[config.mk]
export PLATFORM = sky130hd
export DESIGN_NAME = dual_quadrature_counter_with_speed_flat
export DESIGN_NICKNAME = d
export VERILOG_FILES = /design/src/sv/qdc_pkg.sv /design/src/sv/qdc_if.sv /design/src/sv/dual_quadrature_counter_with_speed.sv /design/src/flat_wrapper.sv
export SDC_FILE = /design/constraint.sdc
export NUM_CORES = 1
export LEC_CHECK = 0
export ABC_AREA = 1
export BUFFER_PORTS_ARGS = -buffer_cell sky130_fd_sc_hd__buf_2
export CAP_MARGIN = 10
export CORE_UTILIZATION = 45
export CTS_CLUSTER_DIAMETER = 30
export DETAILED_ROUTE_END_ITERATION = 8
export GPL_ROUTABILITY_DRIVEN = 0
export HOLD_SLACK_MARGIN = 0.06
export SYNTH_ARGS = -nofsm -noshare
export SYNTH_HDL_FRONTEND = slang
export SYNTH_SLANG_ARGS = --single-unit
[constraint.sdc]
create_clock -name clk -period 7.9 [get_ports clk]
set_input_delay 0.79 -clock clk [delete_from_list [all_inputs] [get_ports clk]]
set_output_delay 0.79 -clock clk [all_outputs]
set_load 0.01 [all_outputs]
[src/sv/qdc_pkg.sv]
// Shared constants for the dual quadrature counter: result width,
// configuration register indexes and pin bit positions. No dependencies.
package qdc_pkg;

  // Width of every result field on the output channel
  localparam int OUT_WIDTH = 32;

  // Configuration register indexes
  localparam int CFG_INDEX_WIDTH = 1;
  localparam logic [CFG_INDEX_WIDTH-1:0] REG_INVERT_FIRST  = 1'b0;
  localparam logic [CFG_INDEX_WIDTH-1:0] REG_INVERT_SECOND = 1'b1;

  // Bit positions inside the packed pin sample
  localparam int PIN_FIRST_A  = 0;
  localparam int PIN_FIRST_B  = 1;
  localparam int PIN_SECOND_A = 2;
  localparam int PIN_SECOND_B = 3;
  localparam int PIN_COUNT    = 4;

endpackage

[src/sv/qdc_if.sv]
// Channel interfaces of the dual quadrature counter: pin sample input beat
// and position/rate result beat. Depends on qdc_pkg.
interface qdc_in_if;
  logic valid;
  logic ready;
  logic first_a;
  logic first_b;
  logic second_a;
  logic second_b;
  logic sample_tick;
  logic clear_counts;

  modport source (output valid, first_a, first_b, second_a, second_b,
                  sample_tick, clear_counts, input ready);
  modport sink (input valid, first_a, first_b, second_a, second_b,
                sample_tick, clear_counts, output ready);
endinterface

interface qdc_out_if import qdc_pkg::*; ();
  logic                        valid;
  logic                        ready;
  logic signed [OUT_WIDTH-1:0] first_position;
  logic signed [OUT_WIDTH-1:0] second_position;
  logic signed [OUT_WIDTH-1:0] first_rate;
  logic signed [OUT_WIDTH-1:0] second_rate;

  modport source (output valid, first_position, second_position, first_rate,
                  second_rate, input ready);
  modport sink (input valid, first_position, second_position, first_rate,
                second_rate, output ready);
endinterface

[src/sv/dual_quadrature_counter_with_speed.sv]
// Top level of the dual quadrature counter with per-tick speed.
// Depends on qdc_pkg and the channel interfaces in qdc_if.sv.
//
// Usage:
//   pins carries one beat per pin sample of two quadrature encoders (A/B
//   levels), a sample tick and a clear flag. Each accepted beat yields
//   exactly one beat on result: both counts and both speeds after the
//   encoders' polarity settings, 32-bit two's complement.
//   Rising-edge 2x decoding: a pin rise counts one step, direction set by
//   the level of the other phase; encoder two counts in the opposite sense.
//   A tick latches speed as the count change since the previous tick; the
//   first tick after reset only latches the counts.
//   The result of a beat is presented the cycle after acceptance.
//   Throughput: one beat per cycle when not stalled; the state update is
//   one adder stage for the count and one subtractor for the speed, both in that cycle.
//   The count and speed registers double as the result register, so a new
//   beat is taken whenever the result register is empty or being taken.
//   Stall: while result is held, pins.ready stays low and the state holds.
//   Reset clears counts, speeds, pin history and polarity, and arms the
//   first-tick flag. Write cfg_* only while the block is idle.
module dual_quadrature_counter_with_speed import qdc_pkg::*; #(
  parameter int COUNT_WIDTH = 32
) (
  input  logic                       clk,
  input  logic                       rst,
  qdc_in_if.sink                     pins,
  qdc_out_if.source                  result,
  input  logic                       cfg_we,
  input  logic [CFG_INDEX_WIDTH-1:0] cfg_index,
  input  logic                       cfg_data
);

  logic                   invert_first;
  logic                   invert_second;
  logic [PIN_COUNT-1:0]   previous_pins;
  logic [COUNT_WIDTH-1:0] count_one;
  logic [COUNT_WIDTH-1:0] count_two;
  logic [COUNT_WIDTH-1:0] last_sampled_one;
  logic [COUNT_WIDTH-1:0] last_sampled_two;
  logic [COUNT_WIDTH-1:0] rate_one;
  logic [COUNT_WIDTH-1:0] rate_two;
  logic                   awaiting_first_tick;
  logic                   out_valid;

  logic                   accept;
  logic [PIN_COUNT-1:0]   pins_now;
  logic [PIN_COUNT-1:0]   rise;
  logic signed [2:0]      step_one;
  logic signed [2:0]      step_two;
  logic [COUNT_WIDTH-1:0] base_one;
  logic [COUNT_WIDTH-1:0] base_two;
  logic [COUNT_WIDTH-1:0] count_one_next;
  logic [COUNT_WIDTH-1:0] count_two_next;

  // Take a beat when the result register is empty or drains this cycle
  assign pins.ready = !out_valid || result.ready;
  assign accept     = pins.valid && pins.ready;

  // Configuration writes
  always_ff @(posedge clk) begin
    if (rst) begin
      invert_first  <= 1'b0;
      invert_second <= 1'b0;
    end else if (cfg_we) begin
      case (cfg_index)
        REG_INVERT_FIRST:  invert_first  <= cfg_data;
        REG_INVERT_SECOND: invert_second <= cfg_data;
        default: ;
      endcase
    end
  end

  // Detect rising pin edges against the previous sample
  always_comb begin
    pins_now = '0;
    pins_now[PIN_FIRST_A]  = pins.first_a;
    pins_now[PIN_FIRST_B]  = pins.first_b;
    pins_now[PIN_SECOND_A] = pins.second_a;
    pins_now[PIN_SECOND_B] = pins.second_b;
    rise = pins_now & ~previous_pins;
  end

  // Combine both edges of each encoder into one signed step
  always_comb begin
    step_one = 3'sd0;
    step_two = 3'sd0;
    if (rise[PIN_FIRST_A]) begin
      step_one = pins.first_b ? -3'sd1 : 3'sd1;
    end
    if (rise[PIN_FIRST_B]) begin
      step_one = step_one + (pins.first_a ? 3'sd1 : -3'sd1);
    end
    if (rise[PIN_SECOND_A]) begin
      step_two = pins.second_b ? 3'sd1 : -3'sd1;
    end
    if (rise[PIN_SECOND_B]) begin
      step_two = step_two + (pins.second_a ? -3'sd1 : 3'sd1);
    end
  end

  // Clear first, then apply the step
  assign base_one       = pins.clear_counts ? '0 : count_one;
  assign base_two       = pins.clear_counts ? '0 : count_two;
  assign count_one_next = base_one + COUNT_WIDTH'(step_one);
  assign count_two_next = base_two + COUNT_WIDTH'(step_two);

  // Advance counts, tick history and the result valid flag
  always_ff @(posedge clk) begin
    if (rst) begin
      previous_pins       <= '0;
      count_one           <= '0;
      count_two           <= '0;
      last_sampled_one    <= '0;
      last_sampled_two    <= '0;
      rate_one            <= '0;
      rate_two            <= '0;
      awaiting_first_tick <= 1'b1;
      out_valid           <= 1'b0;
    end else begin
      if (accept) begin
        previous_pins <= pins_now;
        count_one     <= count_one_next;
        count_two     <= count_two_next;
        if (pins.sample_tick) begin
          if (!awaiting_first_tick) begin
            rate_one <= count_one_next - last_sampled_one;
            rate_two <= count_two_next - last_sampled_two;
          end
          awaiting_first_tick <= 1'b0;
          last_sampled_one    <= count_one_next;
          last_sampled_two    <= count_two_next;
        end
        out_valid <= 1'b1;
      end else if (result.ready) begin
        out_valid <= 1'b0;
      end
    end
  end

  // Sign-extend or truncate to the result width, then apply polarity
  logic signed [63:0] ext_count_one;
  logic signed [63:0] ext_count_two;
  logic signed [63:0] ext_rate_one;
  logic signed [63:0] ext_rate_two;

  assign ext_count_one = 64'(signed'(count_one));
  assign ext_count_two = 64'(signed'(count_two));
  assign ext_rate_one  = 64'(signed'(rate_one));
  assign ext_rate_two  = 64'(signed'(rate_two));

  assign result.valid = out_valid;
  assign result.first_position = invert_first ? -ext_count_one[OUT_WIDTH-1:0]
                                              : ext_count_one[OUT_WIDTH-1:0];
  assign result.second_position = invert_second ? -ext_count_two[OUT_WIDTH-1:0]
                                                : ext_count_two[OUT_WIDTH-1:0];
  assign result.first_rate = invert_first ? -ext_rate_one[OUT_WIDTH-1:0]
                                          : ext_rate_one[OUT_WIDTH-1:0];
  assign result.second_rate = invert_second ? -ext_rate_two[OUT_WIDTH-1:0]
                                            : ext_rate_two[OUT_WIDTH-1:0];

`ifndef SYNTHESIS
  // An accepted beat always produces a result next cycle
  a_accept_gives_result: assert property (@(posedge clk) disable iff (rst)
    accept |=> out_valid)
    else $error("accepted beat produced no result");

  // Speeds move only on an accepted tick
  a_rate_only_on_tick: assert property (@(posedge clk) disable iff (rst)
    !(accept && pins.sample_tick) |=> $stable(rate_one) && $stable(rate_two))
    else $error("speed changed without a tick");

  // First-tick flag clears only on an accepted tick and never rearms
  a_first_tick_flag: assert property (@(posedge clk) disable iff (rst)
    !awaiting_first_tick |=> !awaiting_first_tick)
    else $error("first-tick flag rearmed");

  // A clear with no rising edge leaves both counts at zero
  a_clear_zeroes: assert property (@(posedge clk) disable iff (rst)
    (accept && pins.clear_counts && (rise == '0)) |=>
      (count_one == '0) && (count_two == '0))
    else $error("clear did not zero the counts");

  // State holds while no beat is accepted
  a_hold_when_idle: assert property (@(posedge clk) disable iff (rst)
    !accept |=> $stable(count_one) && $stable(count_two) && $stable(previous_pins))
    else $error("state changed without an accepted beat");
`endif

endmodule
[src/flat_wrapper.sv]
// flat-port wrapper written by rule: the top's interface ports become plain ports
module dual_quadrature_counter_with_speed_flat import qdc_pkg::*;
#(
  parameter int COUNT_WIDTH = 32
)
  (clk, rst, cfg_we, cfg_index, cfg_data, pins_valid, pins_first_a, pins_first_b, pins_second_a, pins_second_b, pins_sample_tick, pins_clear_counts, pins_ready, result_valid, result_first_position, result_second_position, result_first_rate, result_second_rate, result_ready);
  qdc_in_if pins_i ();
  qdc_out_if result_i ();
  input  logic clk;
  input  logic rst;
  input  logic cfg_we;
  input  logic [CFG_INDEX_WIDTH-1:0] cfg_index;
  input  logic cfg_data;
  input wire logic [$bits(pins_i.valid)-1:0] pins_valid;
  input wire logic [$bits(pins_i.first_a)-1:0] pins_first_a;
  input wire logic [$bits(pins_i.first_b)-1:0] pins_first_b;
  input wire logic [$bits(pins_i.second_a)-1:0] pins_second_a;
  input wire logic [$bits(pins_i.second_b)-1:0] pins_second_b;
  input wire logic [$bits(pins_i.sample_tick)-1:0] pins_sample_tick;
  input wire logic [$bits(pins_i.clear_counts)-1:0] pins_clear_counts;
  output wire logic [$bits(pins_i.ready)-1:0] pins_ready;
  output wire logic [$bits(result_i.valid)-1:0] result_valid;
  output wire logic [$bits(result_i.first_position)-1:0] result_first_position;
  output wire logic [$bits(result_i.second_position)-1:0] result_second_position;
  output wire logic [$bits(result_i.first_rate)-1:0] result_first_rate;
  output wire logic [$bits(result_i.second_rate)-1:0] result_second_rate;
  input wire logic [$bits(result_i.ready)-1:0] result_ready;
  assign pins_i.valid = pins_valid;
  assign pins_i.first_a = pins_first_a;
  assign pins_i.first_b = pins_first_b;
  assign pins_i.second_a = pins_second_a;
  assign pins_i.second_b = pins_second_b;
  assign pins_i.sample_tick = pins_sample_tick;
  assign pins_i.clear_counts = pins_clear_counts;
  assign pins_ready = pins_i.ready;
  assign result_valid = result_i.valid;
  assign result_first_position = result_i.first_position;
  assign result_second_position = result_i.second_position;
  assign result_first_rate = result_i.first_rate;
  assign result_second_rate = result_i.second_rate;
  assign result_i.ready = result_ready;
  dual_quadrature_counter_with_speed #(.COUNT_WIDTH(COUNT_WIDTH)) u_core (.clk(clk), .rst(rst), .pins(pins_i), .result(result_i), .cfg_we(cfg_we), .cfg_index(cfg_index), .cfg_data(cfg_data));
endmodule
== After elaboration in Yosys (flattened, before gate mapping) ==
Index checks and enable logic that the tools add are counted.
W data, S select, Z words.
Word-level totals
  register bits after elaboration: 200
  latch bits: 0
  bits in writable memories: 0
  memory bits (read-only): 0
  input port bits: 13
  output and inout bits: 130
  word-level logic and storage cells: 49
  memories: 0
Cells by class
  add/subtract/negate cells: 10
  multiply operators: 0
  div/mod/pow operators: 0
  order comparisons: 0
  equality and inequality tests: 0
  shift-type cells: 0
  mux-type cells: 16
  bitwise operators: 4
  reduce and logical (&&, ||, !) cells: 8
Operators by type and width (number)
  $mux W32: 6
  $neg A32 Y32: 4
  $add A32 B32 Y32: 2
  $sub A32 B32 Y32: 2
  $mux W3: 8
  $add A3 B3 Y3: 2
  $reduce_and A2 Y1: 3
  $and A4 B4 Y4: 1
  $not A4 Y4: 1
  $reduce_and A3 Y1: 1
  $mux W1: 2
  $not A1 Y1: 2
  $reduce_bool A2 Y1: 1
  $logic_and A1 B1 Y1: 1
  $logic_not A1 Y1: 1
  $logic_or A1 B1 Y1: 1

== Longest topological paths before layout ==
Gate-level depths: netlist of run 1.
  word-level depth: 7
  depth in mapped cells: 36
  mapped depth without buffers: 34

== Worst setup path before layout of run 1 ==
OpenSTA, ideal clock, no wires.
  path kind: input -> register
  from: input port pins_second_b
  to: register u_core.rate_two[29]
  library setup time: 0.117 ns
  arrival time: 5.415 ns
  required time: 7.783 ns
  slack: 2.367 ns
  stages on the path: 27
  path buffers: 0
  cells stage by stage: inv_1 nor2_1 nor2_1 nor2_1 ha_1 a21oi_1 o21ai_0 nand2_1 nand2_1 inv_1 o21ai_0 a21oi_1 o21ai_0 a21oi_1 xnor2_1 ha_1 nand2_1 nor2_1 inv_1 nor2_1 nand2_1 o221ai_1 nand2_1 nand2_1 nor2_1 o221ai_1 inv_1
On the way
  word-level cells in the longest chain between the ends: 6
  elaborated cells between the ends (all ways): 7
  classes of those cells: 3 x add/sub; 3 x mux; 1 x bitwise
RTL lines
  start: declaration: RTL line flat_wrapper.sv:18  | input wire logic [$bits(pins_i.second_b)-1:0] pins_second_b;
  $mux W3: RTL line dual_quadrature_counter_with_speed.sv:94  | step_two = pins.second_b ? 3'sd1 : -3'sd1;
  $mux W3: RTL line dual_quadrature_counter_with_speed.sv:93  | if (rise[PIN_SECOND_A]) begin
  $add A3 B3 Y3: RTL line dual_quadrature_counter_with_speed.sv:97  | step_two = step_two + (pins.second_a ? -3'sd1 : 3'sd1);
  $mux W3 *: RTL line dual_quadrature_counter_with_speed.sv:96  | if (rise[PIN_SECOND_B]) begin
  $add A32 B32 Y32 *: RTL line dual_quadrature_counter_with_speed.sv:105  | assign count_two_next = base_two + COUNT_WIDTH'(step_two);
  named net u_core.count_two_next[23]: RTL line dual_quadrature_counter_with_speed.sv:53  | logic [COUNT_WIDTH-1:0] count_two_next;
  $sub A32 B32 Y32 *: RTL line dual_quadrature_counter_with_speed.sv:127  | rate_two <= count_two_next - last_sampled_two;
  end signal: assignment: RTL line dual_quadrature_counter_with_speed.sv:127
  end: declaration: RTL line dual_quadrature_counter_with_speed.sv:41  | logic [COUNT_WIDTH-1:0] rate_two;
The timed path passes the listed nets; every way through them passes the cells marked *.
A chain may end at the register's enable or synchronous reset.

== Final worst setup path of run 1 ==
Ends and elaborated chain as after synthesis.

==> reports/qor.csv, run 1 <==
stage;metric;value;unit
run_status;outcome;finished clean;
worst_setup_path;arrival;5.88;ns
drt;ant_nets;0;
global_route;grt_max_degree;115;
worst_setup_path;critPathKind;in2reg;
cts;clk_path_buf_depth;2;
drt;drc;0;
sta;finClkSkew;0.0151;ns
sta;fin_ws;2.38;ns
cts;h-tree-depth;4;
worst_setup_path;path_depth;27;
layout;final_nets;2984;
power_and_ir_drop;p_total;3.86;mW
cts;holdBufCountCts;0;
cts;root_buffer;clkbuf_16;
placed_design;preCtsSetupSlack;2.01;ns
layout;drive_gt1_share;9.26;%
cts;cts_tree;done;
worst_setup_path;crit_path_max_fanout;23;
sta;whs;0.474;ns
synth;synth_area_leaders;dfxtp_1 (23%), inv_1 (12%), a21oi_1 (9.3%);
sta;fin_crit_sh;69.8;%
worst_setup_path;critPathSlowestCell;o21ai_0;
placed_design;place_hpwl;40.5;mm
worst_setup_path;crit_top_cell;nor2_1;
drt;wl_per_cell;15.3;um
floorplanning;num_rows;72;
drt;via_count;17674;
synth;synth_top_cell_area_share;22.7;%
power_and_ir_drop;intPower;2.13;mW
synth;synthesis.area;17600;um2
sta;max_freq;0.181;GHz
sta;max_slew_margin;29.9;%
worst_setup_path;timing.rr.start;u_core.previous_pins[3];
layout;layout_commonest_cell;inv_1;
drt;dr.first_iter.drc_count;1266;
drt;drt_first_pass_iters;5;
power_and_ir_drop;seqPwrFrac;29.2;%
floorplanning;core-area;38600;um2
layout;num-fill-cells;4076;
drt;viasPerCell;5.21;
sta;worst_pin_slew;1.05;ns
placed_design;portBuffers;142;
synth;synthCells;2776;
sta;final_hold_viol_count;0;
hold_path;hold_end;u_core.last_sampled_two[2];
worst_setup_path;endpoint_kind;flip-flop;
synth;ys_seq_elements;200;
cts;ctsResizeCount;0;
synth;ys_async_sr_fraction;0;%
power_and_ir_drop;switchingPower;1.73;mW
layout;layout.cells.most_common_list;inv_1 (549), nand2_1 (365), a21oi_1 (328), nor2_1 (257), o21ai_0 (254);
drt;top_layer_used;met4;
sta;finalSetupViolCount;0;
floorplanning;dieHeight;200;um
cts;path_clk_slew;0.07;ns
worst_setup_path;r2r_cells;25;
power_and_ir_drop;power_density;200;nW/um2
worst_setup_path;r2r-end;u_core.rate_two[29];
global_route;track_usage;26.1;%
sta;maxSlewViolCount;0;
global_route;grt_overflow;0;
power_and_ir_drop;p_leak;10.3;nW
cts;cts_setup_buffers;0;
global_route;grt_antenna_before_repair;1;
floorplanning;ios;143;
layout;final_util;49.9;%
hold_path;min_path_type;reg2reg;
floorplanning;dieArea;39900;um2
drt;routed_wl;52.0;mm
synth;synth_edf_count;0;
synth;seq_area_frac_synth;22.7;%
power_and_ir_drop;p_sw_share;44.8;%
floorplanning;start_util;45.6;%
worst_setup_path;critical-path-max-stage-delay;0.50;ns
worst_setup_path;path_buf_inv;5;
synth;synth_cell_types;56;
job;drv_cap;0;
worst_setup_path;start_kind;input pin;
global_route;grt_pass1_vias;15933;
global_route;grt_pass1_wl;82.4;mm
synth;syn_area_per_cell;6.35;um2
worst_setup_path;r2r_slack;2.52;ns
cts;clock_sinks;200;
power_and_ir_drop;p_comb_share;48.1;%
synth;ys.flop_type;dfxtp_1;
hold_path;min_from;u_core.last_sampled_two[2];
floorplanning;die_w;200;um
synth;yosysTopAreaCell;dfxtp_1;
sta;rsz0062_at_grt;no;
drt;drt-met1-wl;25.9;mm
layout;syn2layout_area_growth;9.37;%
worst_setup_path;required;8.26;ns
sta;setup_tns;0;ns
drt;wl_met3;3.28;mm
hold_path;hold_depth;2;
cts;clock_latency;0.47;ns
worst_setup_path;path_delay_family;compound AO/OA/AOI/OAI gates;
drt;dr_wl_met2;21.7;mm
power_and_ir_drop;ir_drop;173;uV
power_and_ir_drop;clkPwrFrac;22.6;%
sta;fin_crit;5.52;ns
cts;cts_buffers;17;
synth;yosysWarningCount;0;
synth;synth_nets;2900;
sequential cells by signal (all words and copies together), names as in the netlist:
name                        cells
u_core.count_two               32
u_core.result.valid             1
u_core.awaiting_first_tick      1
u_core.previous_pins            4
u_core.rate_two                32
u_core.count_one               32
u_core.last_sampled_one        32
u_core.rate_one                32
u_core.invert_second            1
u_core.last_sampled_two        32
u_core.invert_first             1
kinds of logic (layout without fill, tap and decap cells):
kind of cell    after synthesis  in the layout  synth area share [%]
xor+xnor                    220            220                  11.2
buf+inv                     646            743                  14.1
other cells                   0              1                     0
simple gates                890            890                  22.1
fa+ha+maj                   111            111                  8.05
compound gates              709            709                  21.8
flops                       200            200                  22.7
stage by stage:
step | area, um2 | cells
3_3_place_gp | 18700 | 3359
5_1_grt | 19300 | 3392
3_5_place_dp | 18700 | 3359
6_report | 19300 | 3392
2_1_floorplan | 17600 | 2776
4_1_cts | 19300 | 3391
metal layers:
metal / track usage [%] / up-vias
met3: 3.44 / 62
met5: 0 / -
met1: 37.8 / 8008
met2: 39.5 / 504
met4: 8.88 / 0
li1: - / 9100
tightest hold or removal path, cell delays in order (launching register included):
cell and delay, ns:
dfxtp_1 0.30, inv_1 0.07, a21oi_1 0.06
how the worst max path moves through the flow:
stage | start | to | slack, ns
after floorplan | pins_second_b | u_core.rate_two[29] | 2.37
after global placement | pins_second_b | u_core.rate_two[29] | 2.07
after detailed placement | pins_first_b | u_core.rate_one[26] | 2.01
after CTS | pins_second_b | u_core.rate_two[29] | 2.49
after global routing | pins_second_b | u_core.rate_two[29] | 1.85
final | pins_second_b | u_core.rate_two[29] | 2.38
area by class of cell:
class | count | area (um2) | share of cell area [%]
multi-input combinational | 1930 | 11200 | 57.9
sequential | 200 | 4000 | 20.8
inverter | 556 | 2090 | 10.8
timing repair buffer | 155 | 811 | 4.21
tap | 518 | 648 | 3.36
clock buffer | 19 | 443 | 2.30
clock inverter | 13 | 114 | 0.591
antenna | 1 | 2.50 | 0.0130
power groups by stage:
stage | Clock, mW | Sequential [mW] | Combinational (mW)
global placement | 0 | 1.15 | 1.82
detailed placement | 0 | 1.15 | 1.83
global route | 0.931 | 1.14 | 2.08
CTS | 0.898 | 1.13 | 1.84
finish | 0.874 | 1.13 | 1.86
floorplan | 0 | 1.14 | 1.32
cell usage after synthesis, drive strengths merged, types with 4 or more instances:
| master | number |
|---|---|
| o21a | 5 |
| a31oi | 21 |
| ha | 107 |
| o21ai | 278 |
| xnor2 | 31 |
| a21o | 14 |
| clkbuf | 73 |
| nand3b | 5 |
| o41ai | 4 |
| buf | 17 |
| nor2 | 269 |
| nor4 | 12 |
| o31ai | 4 |
| xor2 | 189 |
| dfxtp | 200 |
| o211ai | 14 |
| a21boi | 8 |
| inv | 553 |
| nand4 | 24 |
| a221oi | 8 |
| and3 | 6 |
| o21bai | 12 |
| fa | 4 |
| nand3 | 115 |
| a21oi | 333 |
| nor3 | 48 |
| o221ai | 4 |
| or2 | 6 |
| nand2 | 402 |
No activity file was read; power rests on OpenSTA's default activity.
==> run 2: changes to the inputs <==
Clock period 7.9 ns to 5.35 ns, I/O delays scaled along.
==> run 2 against run 1 <==
  * Cell count up 1.4%
  * Non-clock buffer count up 47
  * Highest routed layer unchanged
  * Global-route usage up 0.71 points
  * Setup slack worse by 2.0 ns
  * Wire length up 3.0%
  * Sequential power up 48%
  * Critical path depth down 1
  * Clock-buffer cell count down 1
  * Clock skew down 0.0039 ns
  * Hold slack worse by 0.15 ns
==> reports/qor.csv, run 2 (synthesized netlist as in run 1, its figures left out) <==
stage;metric;value;unit;change
run_status;outcome;finished clean;;
worst_setup_path;endpoint_kind;flip-flop;;
job;drv_cap;0;;unchanged
layout;layout_commonest_cell;inv_1;;
sta;fin_crit_sh;93.1;%;
power_and_ir_drop;ir_drop;255;uV;+47%
global_route;grt_antenna_before_repair;1;;unchanged
worst_setup_path;arrival;5.36;ns;-0.52 ns
sta;rsz0062_at_grt;no;;
sta;finClkSkew;0.0112;ns;-0.00387 ns
sta;max_freq;0.201;GHz;
global_route;track_usage;26.8;%;+0.71 points
worst_setup_path;required;5.72;ns;-2.54 ns
drt;routed_wl;53.5;mm;+3.0%
layout;fin_cells;3440;;+1.4%
layout;final_area;19700;um2;+2.1%
drt;via_count;17885;;+1.2%
drt;viasPerCell;5.20;;-0.22%
floorplanning;core-area;38600;um2;unchanged
floorplanning;num_rows;72;;unchanged
floorplanning;dieHeight;200;um;unchanged
worst_setup_path;crit_path_max_fanout;17;;-26%
cts;root_buffer;clkbuf_16;;
drt;drt_first_pass_iters;5;;unchanged
placed_design;place_hpwl;42.4;mm;+4.7%
sta;fin_crit;4.98;ns;
placed_design;dp.cells;3406;;+1.4%
placed_design;place_area;19100;um2;+2.0%
cts;cts_setup_buffers;0;;unchanged
floorplanning;ios;143;;unchanged
sta;max_slew_margin;33.8;%;+3.9 points
floorplanning;die_w;200;um;unchanged
sta;setup_tns;0;ns;unchanged
cts;holdBufCountCts;0;;unchanged
worst_setup_path;start_kind;flip-flop;;
placed_design;portBuffers;142;;unchanged
layout;syn2layout_area_growth;11.6;%;
global_route;grt_overflow;0;;unchanged
cts;cts_buffers;17;;unchanged
global_route;grt_max_degree;157;;+37%
layout;layout.cells.most_common_list;inv_1 (549), nand2_1 (365), a21oi_1 (328), nor2_1 (257), o21ai_0 (254);;
global_route;grt_pass1_vias;16041;;+0.68%
sta;final_hold_viol_count;0;;unchanged
cts;clock_latency;0.48;ns;about the same
drt;ant_nets;0;;unchanged
hold_path;min_path_type;in2reg;;
cts;h-tree-depth;4;;unchanged
global_route;grt_pass1_wl;83.8;mm;+1.7%
sta;maxSlewViolCount;0;;unchanged
cts;cts_tree;done;;
layout;final_nets;3031;;+1.6%
cts;clock_sinks;200;;unchanged
cts;path_clk_slew;0.08;ns;about the same
sta;worst_pin_slew;0.992;ns;-0.0590 ns
worst_setup_path;critPathKind;reg2reg;;
layout;drive_gt1_share;10.8;%;+1.5 points
power_and_ir_drop;power_density;298;nW/um2;+49%
floorplanning;dieArea;39900;um2;unchanged
sta;finalSetupViolCount;0;;unchanged
floorplanning;start_util;45.6;%;unchanged
cts;clk_path_buf_depth;2;;unchanged
power_and_ir_drop;p_leak;10.6;nW;+2.5%
drt;drc;0;;unchanged
drt;wl_per_cell;15.6;um;+1.6%
drt;dr.first_iter.drc_count;1332;;+5.2%
-- run 2: cell types whose count changed in the layout (fill, tap and decap cells not counted), sizes merged --
cell	before	now
bufinv	0	1
clkinvlp	3	1
buf	155	202
diode	1	2
clkinv	7	9
clkbuf	19	18
-- run 2: repair_timing --
action / CTS / global route
resized for setup: 0 / 1
endpoints found under the hold margin: 0 / 0
endpoints found under the setup margin: 0 / 1
-- run 2: per-layer routing --
| layer | wire length, um | track usage [%] | share of wire [%] |
|---|---|---|---|
| met2 | 22000 | 39.8 | 41 |
| met3 | 3110 | 3.06 | 5.8 |
| met1 | 27300 | 40.1 | 51 |
| met4 | 1100 | 8.20 | 2.1 |
| met5 | 0 | 0 | 0 |
-- run 2: critical path, cell delays in order, from the launching register on --
cell and delay, ns:
dfxtp_1 0.40, nor2_2 0.09, ha_1 0.24, inv_1 0.09, nand3_1 0.14, nand3_4 0.13, nand2_4 0.19, ha_1 0.44
nand2_2 0.09, nor3_2 0.25, nand3_1 0.15, o21ai_2 0.29, xor2_1 0.43, ha_1 0.39, a21oi_1 0.29, nor2_1 0.07
nor2_1 0.17, nor2_1 0.06, nor2_1 0.09, nand3_1 0.13, nand2_1 0.09, nand2_1 0.08, a21o_1 0.17, a21oi_1 0.11
o21ai_0 0.13, o211ai_1 0.10, inv_1 0.05
-- run 2: worst paths after layout --
check	from	endpoint	slack, ns	cells past startpoint
max reg2reg	u_core.previous_pins[0]	u_core.rate_one[29]	0.37	26
min reg2reg	u_core.last_sampled_two[2]	u_core.last_sampled_two[2]	0.47	2
min	pins_second_b	u_core.previous_pins[3]	0.32	3
max	u_core.previous_pins[0]	u_core.rate_one[29]	0.37	26
-- run 2: cell type report --
class                   count  area [um2]
fillers                  4031       19000
multi-input cells        1930       11200
flip-flops and latches    200        4000
inverters                 556        2090
repair buffers            202        1190
well taps                 518         648
clock buffers              18         429
clock inverters            14         139
diodes                      2        5.00
-- run 2: power by group --
| part | switching, mW | internal, mW |
|---|---|---|
| Clock | 0.653 | 0.655 |
| Combinational | 1.86 | 1.02 |
| Sequential | 0.0764 | 1.59 |
| Total | 2.59 | 3.27 |
-- run 2: through the flow --
stage / power, mW / hold WS, ns / setup WS, ns / util [%]
floorplan: 3.63 / 0.420 / 0.0724 / -
global placement: 4.51 / 0.458 / 0.200 / 49.4
detailed placement: 4.54 / 0.459 / 0.0675 / 49.4
CTS: 5.85 / 0.313 / 0.453 / 50.9
global route: 6.29 / 0.360 / 0.0151 / 50.9
finish: 5.86 / 0.325 / 0.368 / 50.9
